File: config.mk
export PLATFORM = sky130hd
export DESIGN_NAME = humidity_temp_frame_decoder
export DESIGN_NICKNAME = d
export VERILOG_FILES = /design/src/hw/rtl/htfd_pkg.sv /design/src/hw/rtl/humidity_temp_frame_decoder.sv
export SDC_FILE = /design/constraint.sdc
export NUM_CORES = 1
export LEC_CHECK = 0
export ABC_AREA = 1
export BUFFER_PORTS_ARGS = -buffer_cell sky130_fd_sc_hd__buf_2
export CORE_MARGIN = 2
export CORE_UTILIZATION = 50
export CTS_CLUSTER_SIZE = 25
export DETAILED_ROUTE_END_ITERATION = 12
export PLACE_DENSITY = 0.67
export SETUP_SLACK_MARGIN = 0.05
export SLEW_MARGIN = 20
export SYNTH_ARGS = -nofsm -noshare
export SYNTH_HDL_FRONTEND = slang
export SYNTH_SLANG_ARGS = --single-unit
export TNS_END_PERCENT = 100
File: constraint.sdc
create_clock -name clk -period 9.4 [get_ports clk]
set_clock_uncertainty 0.1 [all_clocks]
set_input_delay 0 -clock clk [delete_from_list [all_inputs] [get_ports clk]]
set_output_delay 0 -clock clk [all_outputs]
set_load 0.1 [all_outputs]
File: src/hw/rtl/htfd_pkg.sv
package htfd_pkg;

    // CRC-8 over each 16-bit word: polynomial 0x31, seed 0xFF
    localparam logic [7:0] CRC_INIT = 8'hFF;
    localparam logic [7:0] CRC_POLY = 8'h31;

    // Scale factors applied before the divide by 65535; offset and ceiling after it
    localparam logic [14:0] TEMP_SCALE   = 15'd17500;
    localparam logic [14:0] HUM_SCALE    = 15'd10000;
    localparam logic [14:0] TEMP_OFFSET  = 15'd4500;
    localparam logic [14:0] HUM_CEILING  = 15'd10000;
    localparam logic [16:0] WORD_DIVISOR = 17'd65535;

    // Configuration register indexes
    localparam logic [7:0] REG_TEMP_EN  = 8'd0;
    localparam logic [7:0] REG_HUM_EN   = 8'd1;
    localparam logic [7:0] REG_TEMP_EP  = 8'd2;
    localparam logic [7:0] REG_HUM_EP   = 8'd3;

    // Result status codes
    localparam logic [1:0] STATUS_OK       = 2'd0;
    localparam logic [1:0] STATUS_CRC_FAIL = 2'd1;
    localparam logic [1:0] STATUS_READ_ERR = 2'd2;

    // Quantity codes
    localparam logic QTY_TEMP = 1'b0;
    localparam logic QTY_HUM  = 1'b1;

    // Output queue
    localparam int unsigned QUEUE_DEPTH = 4;
    localparam int unsigned QPTR_W      = $clog2(QUEUE_DEPTH);
    localparam int unsigned QCNT_W      = $clog2(QUEUE_DEPTH + 1);

    typedef struct packed {
        logic [15:0]        endpoint;
        logic               quantity;
        logic signed [14:0] reading;
        logic [1:0]         status;
        logic               last;
    } htfd_result_t;

    // One byte through the CRC-8 register, MSB first
    function automatic logic [7:0] crc8_byte(input logic [7:0] crc_in, input logic [7:0] data);
        logic [7:0] c;
        c = crc_in ^ data;
        for (int i = 0; i < 8; i++)
        begin
            c = c[7] ? ((c << 1) ^ CRC_POLY) : (c << 1);
        end
        return c;
    endfunction

endpackage

File: src/hw/rtl/humidity_temp_frame_decoder.sv
// Temperature / humidity frame decoder.
// Input channel (in_valid/in_ready): one frame byte per word on rx_byte, in the
// order temperature MSB, LSB, CRC, then humidity MSB, LSB, CRC. read_failed
// aborts the frame and yields a read-failed result for each enabled quantity.
// Output channel (out_valid/out_ready): one result per word; last marks the
// final result caused by one input word. Each CRC byte gives at most one.
// Config channel (cfg_valid/cfg_ready): index 0/1 report enables, 2/3
// endpoints; other indexes are ignored. cfg_ready is always high.
// A result passes through the decode register, then the four-entry result
// queue, before it is presented.
// Throughput: one input word per cycle while in_ready is high; one result
// leaves per cycle, so a read failure with both quantities enabled gives two
// in turn. The multiply-by-scale and divide-by-65535 fit one stage.
// Reset: frame position back to the temperature MSB, CRC seed 0xFF, enables
// set, endpoints zero, queue empty.
// Stall: when out_ready is low the queue fills; in_ready drops once fewer
// than two free entries remain beyond what the decode register will write.
module humidity_temp_frame_decoder
    import htfd_pkg::*;
(
    input  logic               clk,
    input  logic               rst_n,
    // frame bytes
    input  logic               in_valid,
    output logic               in_ready,
    input  logic [7:0]         rx_byte,
    input  logic               read_failed,
    // results
    output logic               out_valid,
    input  logic               out_ready,
    output logic [15:0]        endpoint,
    output logic               quantity,
    output logic signed [14:0] reading,
    output logic [1:0]         status,
    output logic               last,
    // configuration
    input  logic               cfg_valid,
    output logic               cfg_ready,
    input  logic [7:0]         cfg_index,
    input  logic [15:0]        cfg_data
);

    // Frame positions
    localparam logic [2:0] POS_T_MSB = 3'd0;
    localparam logic [2:0] POS_T_LSB = 3'd1;
    localparam logic [2:0] POS_T_CRC = 3'd2;
    localparam logic [2:0] POS_H_MSB = 3'd3;
    localparam logic [2:0] POS_H_LSB = 3'd4;
    localparam logic [2:0] POS_H_CRC = 3'd5;

    logic        temp_en_reg;
    logic        hum_en_reg;
    logic [15:0] temp_ep_reg;
    logic [15:0] hum_ep_reg;

    logic [2:0]  byte_pos_reg, byte_pos_next;
    logic [7:0]  crc_reg, crc_next;
    logic [15:0] raw_reg, raw_next;
    logic [2:0]  pos_eff;

    logic        s1_valid_reg, s1_valid_next;
    logic        s1_fail_reg;
    logic        s1_hum_reg;
    logic        s1_ok_reg;
    logic [15:0] s1_raw_reg;

    htfd_result_t            queue_reg [QUEUE_DEPTH];
    logic [QPTR_W-1:0]       wr_ptr_reg, wr_ptr_next;
    logic [QPTR_W-1:0]       rd_ptr_reg, rd_ptr_next;
    logic [QCNT_W-1:0]       count_reg, count_next;
    logic [QPTR_W-1:0]       wr_ptr_second;

    logic        in_accept;
    logic        out_pop;
    logic        is_check;
    logic [1:0]  s1_n;

    logic [14:0] scale;
    logic [30:0] product;
    logic [14:0] prod_hi;
    logic [16:0] fold_sum;
    logic [14:0] quotient;
    logic [14:0] conv_reading;

    htfd_result_t res_first;
    htfd_result_t res_second;

    assign cfg_ready = 1'b1;
    assign in_accept = in_valid && in_ready;
    assign out_pop   = out_valid && out_ready;

    // Configuration registers
    always_ff @(posedge clk or negedge rst_n)
    begin
        if (!rst_n)
        begin
            temp_en_reg <= 1'b1;
            hum_en_reg  <= 1'b1;
            temp_ep_reg <= 16'd0;
            hum_ep_reg  <= 16'd0;
        end
        else if (cfg_valid && cfg_ready)
        begin
            case (cfg_index)
                REG_TEMP_EN: temp_en_reg <= cfg_data[0];
                REG_HUM_EN:  hum_en_reg  <= cfg_data[0];
                REG_TEMP_EP: temp_ep_reg <= cfg_data;
                REG_HUM_EP:  hum_ep_reg  <= cfg_data;
                default:     ;
            endcase
        end
    end

    // Frame tracking: position, running CRC and assembled word
    always_comb
    begin
        pos_eff       = (byte_pos_reg > POS_H_CRC) ? POS_T_MSB : byte_pos_reg;
        byte_pos_next = byte_pos_reg;
        crc_next      = crc_reg;
        raw_next      = raw_reg;
        is_check      = 1'b0;
        if (read_failed)
        begin
            byte_pos_next = POS_T_MSB;
            crc_next      = CRC_INIT;
            raw_next      = 16'd0;
        end
        else
        begin
            case (pos_eff)
                POS_T_MSB, POS_H_MSB:
                begin
                    crc_next      = crc8_byte(CRC_INIT, rx_byte);
                    raw_next      = {rx_byte, 8'd0};
                    byte_pos_next = pos_eff + 3'd1;
                end
                POS_T_LSB, POS_H_LSB:
                begin
                    crc_next      = crc8_byte(crc_reg, rx_byte);
                    raw_next      = {raw_reg[15:8], raw_reg[7:0] | rx_byte};
                    byte_pos_next = pos_eff + 3'd1;
                end
                default:
                begin
                    is_check      = 1'b1;
                    crc_next      = CRC_INIT;
                    raw_next      = 16'd0;
                    byte_pos_next = (pos_eff == POS_H_CRC) ? POS_T_MSB : POS_H_MSB;
                end
            endcase
        end
    end

    always_ff @(posedge clk or negedge rst_n)
    begin
        if (!rst_n)
        begin
            byte_pos_reg <= POS_T_MSB;
            crc_reg      <= CRC_INIT;
            raw_reg      <= 16'd0;
        end
        else if (in_accept)
        begin
            byte_pos_reg <= byte_pos_next;
            crc_reg      <= crc_next;
            raw_reg      <= raw_next;
        end
    end

    // Decode register: words that produce results
    assign s1_valid_next = in_accept && (read_failed || is_check);

    always_ff @(posedge clk or negedge rst_n)
    begin
        if (!rst_n)
        begin
            s1_valid_reg <= 1'b0;
        end
        else
        begin
            s1_valid_reg <= s1_valid_next;
        end
    end

    always_ff @(posedge clk)
    begin
        if (in_accept)
        begin
            s1_fail_reg <= read_failed;
            s1_hum_reg  <= (pos_eff == POS_H_CRC);
            s1_ok_reg   <= (crc_reg == rx_byte);
            s1_raw_reg  <= raw_reg;
        end
    end

    // Conversion: floor(scale*raw/65535) as hi + (hi + lo >= 65535)
    always_comb
    begin
        scale    = s1_hum_reg ? HUM_SCALE : TEMP_SCALE;
        product  = 31'(s1_raw_reg) * 31'(scale);
        prod_hi  = product[30:16];
        fold_sum = {2'b00, prod_hi} + {1'b0, product[15:0]};
        quotient = prod_hi + 15'(fold_sum >= WORD_DIVISOR);
        if (!s1_ok_reg)
            conv_reading = 15'd0;
        else if (s1_hum_reg)
            conv_reading = (quotient > HUM_CEILING) ? HUM_CEILING : quotient;
        else
            conv_reading = quotient - TEMP_OFFSET;
    end

    // Results for the word in the decode register
    always_comb
    begin
        res_first  = '0;
        res_second = '0;
        s1_n       = 2'd0;
        if (s1_valid_reg)
        begin
            if (s1_fail_reg)
            begin
                s1_n = {1'b0, temp_en_reg} + {1'b0, hum_en_reg};
                res_first.endpoint  = temp_en_reg ? temp_ep_reg : hum_ep_reg;
                res_first.quantity  = temp_en_reg ? QTY_TEMP : QTY_HUM;
                res_first.reading   = 15'sd0;
                res_first.status    = STATUS_READ_ERR;
                res_first.last      = !(temp_en_reg && hum_en_reg);
                res_second.endpoint = hum_ep_reg;
                res_second.quantity = QTY_HUM;
                res_second.reading  = 15'sd0;
                res_second.status   = STATUS_READ_ERR;
                res_second.last     = 1'b1;
            end
            else
            begin
                s1_n = {1'b0, s1_hum_reg ? hum_en_reg : temp_en_reg};
                res_first.endpoint = s1_hum_reg ? hum_ep_reg : temp_ep_reg;
                res_first.quantity = s1_hum_reg ? QTY_HUM : QTY_TEMP;
                res_first.reading  = conv_reading;
                res_first.status   = s1_ok_reg ? STATUS_OK : STATUS_CRC_FAIL;
                res_first.last     = 1'b1;
            end
        end
    end

    // Result queue
    assign wr_ptr_second = wr_ptr_reg + QPTR_W'(1);

    always_comb
    begin
        wr_ptr_next = wr_ptr_reg + QPTR_W'(s1_n);
        rd_ptr_next = rd_ptr_reg + QPTR_W'(out_pop);
        count_next  = count_reg + QCNT_W'(s1_n) - QCNT_W'(out_pop);
    end

    always_ff @(posedge clk or negedge rst_n)
    begin
        if (!rst_n)
        begin
            wr_ptr_reg <= '0;
            rd_ptr_reg <= '0;
            count_reg  <= '0;
        end
        else
        begin
            wr_ptr_reg <= wr_ptr_next;
            rd_ptr_reg <= rd_ptr_next;
            count_reg  <= count_next;
        end
    end

    always_ff @(posedge clk)
    begin
        if (s1_n != 2'd0)
            queue_reg[wr_ptr_reg] <= res_first;
        if (s1_n == 2'd2)
            queue_reg[wr_ptr_second] <= res_second;
    end

    // Room for two more results beyond what is queued or in flight
    assign in_ready = ({1'b0, count_reg} + (QCNT_W + 1)'(s1_n))
                      <= (QCNT_W + 1)'(QUEUE_DEPTH - 2);

    assign out_valid = (count_reg != '0);
    assign endpoint  = queue_reg[rd_ptr_reg].endpoint;
    assign quantity  = queue_reg[rd_ptr_reg].quantity;
    assign reading   = queue_reg[rd_ptr_reg].reading;
    assign status    = queue_reg[rd_ptr_reg].status;
    assign last      = queue_reg[rd_ptr_reg].last;

`ifndef SYNTHESIS
    a_queue_bound: assert property (@(posedge clk) disable iff (!rst_n)
        count_reg <= QCNT_W'(QUEUE_DEPTH))
        else $error("result queue overflow");

    a_pos_range: assert property (@(posedge clk) disable iff (!rst_n)
        byte_pos_reg <= POS_H_CRC)
        else $error("frame position out of range");

    a_fail_restart: assert property (@(posedge clk) disable iff (!rst_n)
        in_valid && in_ready && read_failed |=>
            byte_pos_reg == POS_T_MSB && crc_reg == CRC_INIT)
        else $error("read failure did not restart the frame");
`endif

endmodule
Word level (Yosys, flattened, before mapping). Memory sizes are Yosys's and may differ from the RTL's. Index checks and enable logic that the tools add are counted. Widths: inputs -> output; s select.

Add/sub/neg operators: 11. Multipliers: 1. Div/mod/pow operators: 0. $lt $le $gt $ge: 4. Equal/unequal tests: 10. Shift operators: 0. Mux-type cells: 46. Bitwise operators: 19. Reduce and logical (&&, ||, !) cells: 18.

Operators with widths (number): $mux 35 (4); $mux 6 (16); $mux 15 (4); $mux 16 (3); $not 3->3 (16); $pmux 16 s2 (1); $mul 16x15->31 (1); $add 15x16->17 (1); $ge 17x16->1 const B (1); $eq 8x2->1 const B (2); $pmux 8 s2 (1); $add 15x1->15 (1); $gt 15x14->1 const B (1); $sub 15x13->15 const B (1); $mux 1 (10); $reduce_and 2->1 (5); $mux 3 (3); $eq 8x1->1 const B (1); $eq 8x8->1 (1); $logic_not 8->1 (1); $mux 8 (1); $not 8->8 (1); $or 8x8->8 (1); $xor 8x8->8 (1); 24 further kinds (31).

Bits in registers: 88. Latch bits: 0. Memory bits (writable): 140. ROM bits: 0. Bits of input ports: 38. Output and inout bits: 38. Word-level logic and storage cells: 126. Memories: 1.

Memories: queue_reg (words 4, width 35, rd ports 1, clocked after Yosys merged registers in 0, write ports 2, line humidity_temp_frame_decoder.sv:67) `htfd_result_t queue_reg [QUEUE_DEPTH];`.

Logic depth before layout (Yosys ltp). Gate-level depths: netlist (run 1).

Depth after elaboration: 19. Gate-level depth with buffers: 59. Mapped depth without buffers: 56.

Least setup slack after synthesis (run 1). Ideal clock, no wire load.

Path kind: flip-flop to flip-flop. Start point: register s1_hum_reg. End point: memory queue_reg[0][16] in the netlist's numbering. Setup time: 0.114 ns. Arrival time: 8.408 ns. Data required time: 9.186 ns. Setup slack: 0.778 ns. Stages on the path, launching flop included: 54. Buffers on the path: 4. Clock period less this slack: 8.622 ns. Path through: edfxtp_1 > buf_2 > clkbuf_1 > buf_1 > nand2_1 > inv_1 > ha_1 > fa_1 > fa_1 > fa_1 > fa_1 > ha_1 > ha_1 > nand2_2 > nor2_1 > nand3_1 > nand3_1 > nand2_1 > [18 not listed] > ha_1 > nand3_1 > inv_1 > nor2_1 > inv_1 > ha_1 > nand4_1 > nor2_1 > nand2_1 > nand2_1 > o21ai_1 > nand2_1 > nand2_2 > nand2_4 > buf_12 > nand2_4 > nand3_1 > nand2_1.

RTL lines: start, declared (line humidity_temp_frame_decoder.sv:63) `logic s1_hum_reg;`; start signal, assigned (line humidity_temp_frame_decoder.sv:190) `s1_hum_reg <= (pos_eff == POS_H_CRC);`; end, declared (line humidity_temp_frame_decoder.sv:67).

==> results of run 1 <==
worst reg2reg max path: cells and delay by family (launching register included):
| kind | cells | cell delay [ps] |
|---|---|---|
| compound gates | 6 | 1010 |
| buf+inv | 5 | 580 |
| fa+ha+maj | 10 | 3650 |
| flops | 1 | 380 |
| simple gates | 28 | 3020 |
synthesized netlist by cell type, types with 2 or more instances:
library cell	instances	area, sq um
nand2_1	433	1630
inv_1	308	1160
nor2_1	194	728
o21ai_0	188	941
ha_1	153	1910
o22ai_1	122	763
nand3_1	106	531
edfxtp_1	95	2850
fa_1	93	1860
dfxtp_1	64	1280
clkbuf_1	59	221
dfrtp_1	59	1480
a21oi_1	41	205
nand2_2	33	206
xnor2_1	33	289
xor2_1	29	254
nand4_1	20	125
buf_1	10	37.5
dfstp_2	10	263
inv_2	9	33.8
nand2_4	9	101
nor2_2	9	56.3
nor3_1	8	40.0
o21ai_1	8	40.0
o21a_1	6	45.0
or2_2	6	37.5
and2_1	5	31.3
buf_2	5	25.0
clkinv_1	5	18.8
o211ai_1	4	30.0
o21ai_2	4	35.0
a21oi_2	3	26.3
nand3_2	3	30.0
nor2_4	3	33.8
nor3_2	3	30.0
o21bai_1	3	22.5
a211oi_1	2	15.0
a221oi_1	2	17.5
a31oi_1	2	12.5
conb_1	2	7.51
nand3b_1	2	15.0
or2_1	2	12.5
per-stage QoR:
step	setup slack (ps)	hold slack, ps	instances
floorplan	778	-396	2197
global placement	346	137	2670
detailed placement	142	138	2670
CTS	60.6	94.0	2750
global route	-50.1	105	2765
finish	516	73.5	2765
cells in the final DEF (no fill, tap or decap), types with 32 or more instances in the layout:
cell / synthesis / final
a21oi_1: 41 / 37
nand2_2: 33 / 36
dfrtp_1: 59 / 58
ha_1: 153 / 130
dfxtp_1: 64 / 64
buf_2: 5 / 74
fa_1: 93 / 91
o21ai_0: 188 / 184
nor2_1: 194 / 175
inv_1: 308 / 305
xnor2_1: 33 / 33
nand2_1: 433 / 428
edfxtp_1: 95 / 95
nand3_1: 106 / 102
o22ai_1: 122 / 122
dlygate4sd3_1: 0 / 32
cell type report:
class | count | area [sq um] | area share (%)
Timing Repair Buffer | 141 | 1040 | 5.13
Inverter | 322 | 1210 | 5.95
Multi-Input combinational cell | 1571 | 10800 | 53.0
Clock buffer | 39 | 751 | 3.70
Tap cell | 455 | 569 | 2.80
Sequential cell | 228 | 5870 | 28.9
Clock inverter | 9 | 98.8 | 0.487
cells by family (layout without fill, tap and decap cells):
kind of cell               Yosys count  in the layout  synth area share, %
other                                2             30               0.0427
DFF                                228            228                 33.4
AOI/OAI and AO/OA                  390            390                 12.5
and+or+nand+nor                    842            842                 20.8
adders and majority gates          246            246                 21.5
xor gates and xnor gates            63             63                 3.18
buffers and inverters              398            511                 8.64
worst max path at each step:
stage | startpoint | end | slack, ps | depth (start not counted)
2_1_floorplan | s1_hum_reg$_DFFE_PP_ | queue_reg[0][16]$_SDFFE_PP0P_ | 780 | 53
3_3_place_gp | s1_hum_reg$_DFFE_PP_ | queue_reg[2][8]$_SDFFE_PP0P_ | 350 | 49
3_5_place_dp | s1_hum_reg$_DFFE_PP_ | queue_reg[3][17]$_SDFFE_PP0P_ | 140 | 52
4_1_cts | s1_hum_reg$_DFFE_PP_ | queue_reg[3][17]$_SDFFE_PP0P_ | 60 | 52
5_1_grt | s1_hum_reg$_DFFE_PP_ | queue_reg[3][4]$_SDFFE_PP0P_ | -50 | 53
6_report | s1_hum_reg$_DFFE_PP_ | queue_reg[3][16]$_SDFFE_PP0P_ | 520 | 49
routing by layer:
| layer | global-route usage [%] | routed length, um | share of wire [%] | up-vias |
|---|---|---|---|---|
| li1 | - | - | - | 7332 |
| met1 | 33.3 | 19900 | 44 | 7066 |
| met2 | 40.8 | 21200 | 47 | 471 |
| met3 | 3.03 | 2880 | 6.4 | 80 |
| met4 | 6.48 | 1120 | 2.5 | 0 |
| met5 | 0 | 0 | 0 | - |
timing repair:
item,CTS,global route
hold endpoints to repair,123,0
hold buffers,32,0
setup buffers,0,11
gates resized for setup,0,99
setup endpoints to repair,0,60
==> flow_summary.json, run 1 <==
{
  "cts_tree": "done",
  "post-route-period-util_pct": 94.5,
  "max_stage_delay_ps": 490,
  "ys_seq_elements": 228,
  "cts-buffers-inserted": 26,
  "r2r_cells": 49,
  "place_congestion": 0.900,
  "synth-edff-count": 95,
  "nNetsFinal": 2574,
  "insertion_delay_ps": 570,
  "wl_per_cell_um": 16.3,
  "drt_iter0_markers": 1019,
  "critPathKind": "register to register",
  "critPathTopFamily": "adder cells",
  "cts_buffer_depth": 3,
  "totalWireLength_mm": 45.1,
  "r2r_start": "s1_hum_reg$_DFFE_PP_",
  "clock-sinks": 228,
  "grt_max_degree": 73,
  "antenna_cells": 0,
  "end_kind": "register",
  "tns_ps": 0,
  "drive_above_1_share_pct": 13.5,
  "die_w_um": 192,
  "vias": 14900,
  "dieArea_sq_um": 36700,
  "largest_register_ffs": 140,
  "dpl.hpwl_mm": 32.0,
  "max_cap_viol_count": 0,
  "r2r-end": "queue_reg[3][16]$_SDFFE_PP0P_",
  "placementRows": 68,
  "core_sq_um": 34600,
  "slowest_stage": "fa_1",
  "syn-instance-count": 2169,
  "gr-usage-all-layers_pct": 24.3,
  "dr.pass1.iters": 6,
  "worstPathArrival_ps": 9210,
  "r2r_slack_ps": 520,
  "yosys_warnings": 0,
  "die_h_um": 192,
  "start_kind": "register",
  "place_area_sq_um": 18500,
  "postLayoutCoreUtil_pct": 58.7,
  "worst_pin_slew_ps": 1030,
  "cp.required_ps": 9730,
  "fillerInstances": 3035,
  "async_reset_ff_share_pct": 30.3,
  "maxSlewViolCount": 0,
  "grt_pass1_vias": 14600,
  "fmax_mhz": 113,
  "grt_pass1_wl_mm": 71.9,
  "grt_overflow": 0,
  "min_path_type": "primary input to asynchronous set/reset pin",
  "cts-root-buf": "clkbuf_16",
  "cp_max_fo": 6,
  "port_buffers": 74,
  "pin_count": 76,
  "ys_seq_area_share_pct": 33.4,
  "initial_utilization_pct": 50.8,
  "cp_num_buf_inv": 5,
  "fin_crit_ps": 8880,
  "ant_nets": 0,
  "drc_errors": 0,
  "finalHoldViolCount": 0,
  "area_delta_synth_final_pct": 15.5,
  "final_area_sq_um": 20300,
  "synth_area_per_cell_sq_um": 8.11,
  "routed_via_density": 5.41,
  "cts.clk_slew.worst_paths_ps": 60,
  "synthFlopType": "edfxtp_1",
  "cpMostUsedCell": "nand2_1",
  "htree_levels": 1,
  "antenna_found_initial": 0,
  "relSlewSlack_pct": 31.3,
  "syn_area_sq_um": 17600,
  "ys_types": 56,
  "status": "complete, no violations",
  "setup_viol": 0
}
Power of run 1 is left out: the tool's default activity adds up to more than one toggle a clock period on the data nets, which glitch-free logic cannot reach.
==> inputs of run 2 (changes only) <==
Settings changed: RECOVER_POWER set to 50.
==> run 2 against run 1 <==
Compared with the run above:
- the flow now finishes with violations (capacitance limit, slew limit)
- non-clock buffer count is the same
- fmax increased by 0.21%
- worst hold slack better by 68 ps
- die area unchanged
- final area down 0.25%
- highest routed layer unchanged
==> flow_summary.json, run 2 (synthesis results as in run 1) <==
{
  "place_congestion": 0.900,
  "min_path_type": "primary input to register",
  "relSlewSlack_pct": -150,
  "cts_tree": "done",
  "die_h_um": 192,
  "grt_max_degree": 73,
  "violations": "capacitance limit, slew limit",
  "cp.required_ps": 9770,
  "finalHoldViolCount": 0,
  "cp_num_buf_inv": 6,
  "max_stage_delay_ps": 490,
  "fmax_mhz": 113,
  "worst_pin_slew_ps": 3750,
  "place_area_sq_um": 18500,
  "cp_max_fo": 10,
  "nNetsFinal": 2574,
  "insertion_delay_ps": 570,
  "tns_ps": 0,
  "seqCellArea_sq_um": 5870,
  "r2r_cells": 51,
  "whs_path_depth": 4,
  "setup_viol": 0,
  "slowest_stage": "fa_1",
  "dr.pass1.iters": 6,
  "dpl.hpwl_mm": 32.0,
  "largest_register_ffs": 140,
  "area_delta_synth_final_pct": 15.2,
  "cp_num_cells": 51,
  "end_kind": "register",
  "dieArea_sq_um": 36700,
  "drive_above_1_share_pct": 11.9,
  "status": "complete, but fails checks",
  "cts-buffers-inserted": 26,
  "post-route-period-util_pct": 94.3,
  "drt_iter0_markers": 1037,
  "cpMostUsedCell": "nand2_1",
  "max_cap_viol_count": 2,
  "multi_input_area_sq_um": 10800,
  "pin_count": 76,
  "cts-root-buf": "clkbuf_16",
  "critPathKind": "register to register",
  "antenna_found_initial": 0,
  "grt_pass1_vias": 14600,
  "core_sq_um": 34600,
  "drc_errors": 0,
  "critPathTopFamily": "adder cells",
  "cts.clk_slew.worst_paths_ps": 60,
  "port_buffers": 74,
  "vias": 15000,
  "placementRows": 68,
  "worstPathArrival_ps": 9240,
  "initial_utilization_pct": 50.8,
  "final_common_cell": "nand2_1",
  "start_kind": "register",
  "final_area_sq_um": 20300,
  "htree_levels": 1,
  "grt_pass1_wl_mm": 71.9,
  "gr-usage-all-layers_pct": 24.3,
  "clock-sinks": 228,
  "layout_common_cells": "nand2_1 (428), inv_1 (305), o21ai_0 (184), nor2_1 (175), ha_1 (130)",
  "die_w_um": 192,
  "routed_via_density": 5.42,
  "fillerInstances": 3059,
  "grt_overflow": 0,
  "postLayoutCoreUtil_pct": 58.5,
  "ant_nets": 0,
  "cts_buffer_depth": 3,
  "wl_per_cell_um": 16.3,
  "fin_crit_ps": 8870,
  "maxSlewViolCount": 141,
  "totalWireLength_mm": 45.2
}
-- run 2: repair_timing --
item / CTS / global route
hold buffers: 32 / 0
resized for setup: 0 / 99
endpoints found under the hold margin: 123 / 0
endpoints found under the setup margin: 0 / 60
buffers inserted: 0 / 11
-- run 2: through the flow --
step	hold slack (ps)	worst slack, ps	std cells
detailed placement	138	142	2670
global route	153	-50.1	2765
CTS	94.0	60.6	2750
finish	142	535	2766
floorplan	-396	778	2197
global placement	137	346	2670
-- run 2: metal layers --
| layer | global-route usage [%] | vias to the layer above | share of wire, % |
|---|---|---|---|
| met5 | 0 | - | 0 |
| met4 | 6.48 | 0 | 2.5 |
| met3 | 3.03 | 84 | 6.3 |
| met2 | 40.8 | 463 | 47 |
| met1 | 33.3 | 7114 | 44 |
| li1 | - | 7336 | - |
-- run 2: path summary, 6_finish.rpt --
check | startpoint | slack [ps] | to
min | cfg_data[1] | 140 | temp_ep_reg[1]$_DFFE_PN0P_
min reg2reg | raw_reg[9]$_DFFE_PN0P_ | 330 | s1_raw_reg[9]$_DFFE_PP_
min in group asynchronous | rst_n | 1270 | temp_ep_reg[10]$_DFFE_PN0P_
max reg2reg | s1_hum_reg$_DFFE_PP_ | 530 | queue_reg[2][4]$_SDFFE_PP0P_
max | s1_hum_reg$_DFFE_PP_ | 530 | queue_reg[2][4]$_SDFFE_PP0P_
max in group asynchronous | rst_n | 5540 | rd_ptr_reg[0]$_DFF_PN0_
-- run 2: layout make-up --
| type | instances | area share (%) |
|---|---|---|
| diodes | 1 | 0.0123 |
| clock inverters | 9 | 0.488 |
| flip-flops and latches | 228 | 29.0 |
| well taps | 455 | 2.81 |
| multi-input cells | 1571 | 53.1 |
| inverters | 322 | 5.96 |
| repair buffers | 141 | 4.88 |
| clock buffers | 39 | 3.70 |
-- run 2: worst register-to-register path, delay by kind of cell, from the launching register on --
kind,cells,cell delay (ps)
buffers and inverters,6,740
adders and majority gates,10,3630
DFF,1,380
AOI/OAI and AO/OA,7,1050
and+or+nand+nor,28,2850
Power of run 2 is left out for the same reason.
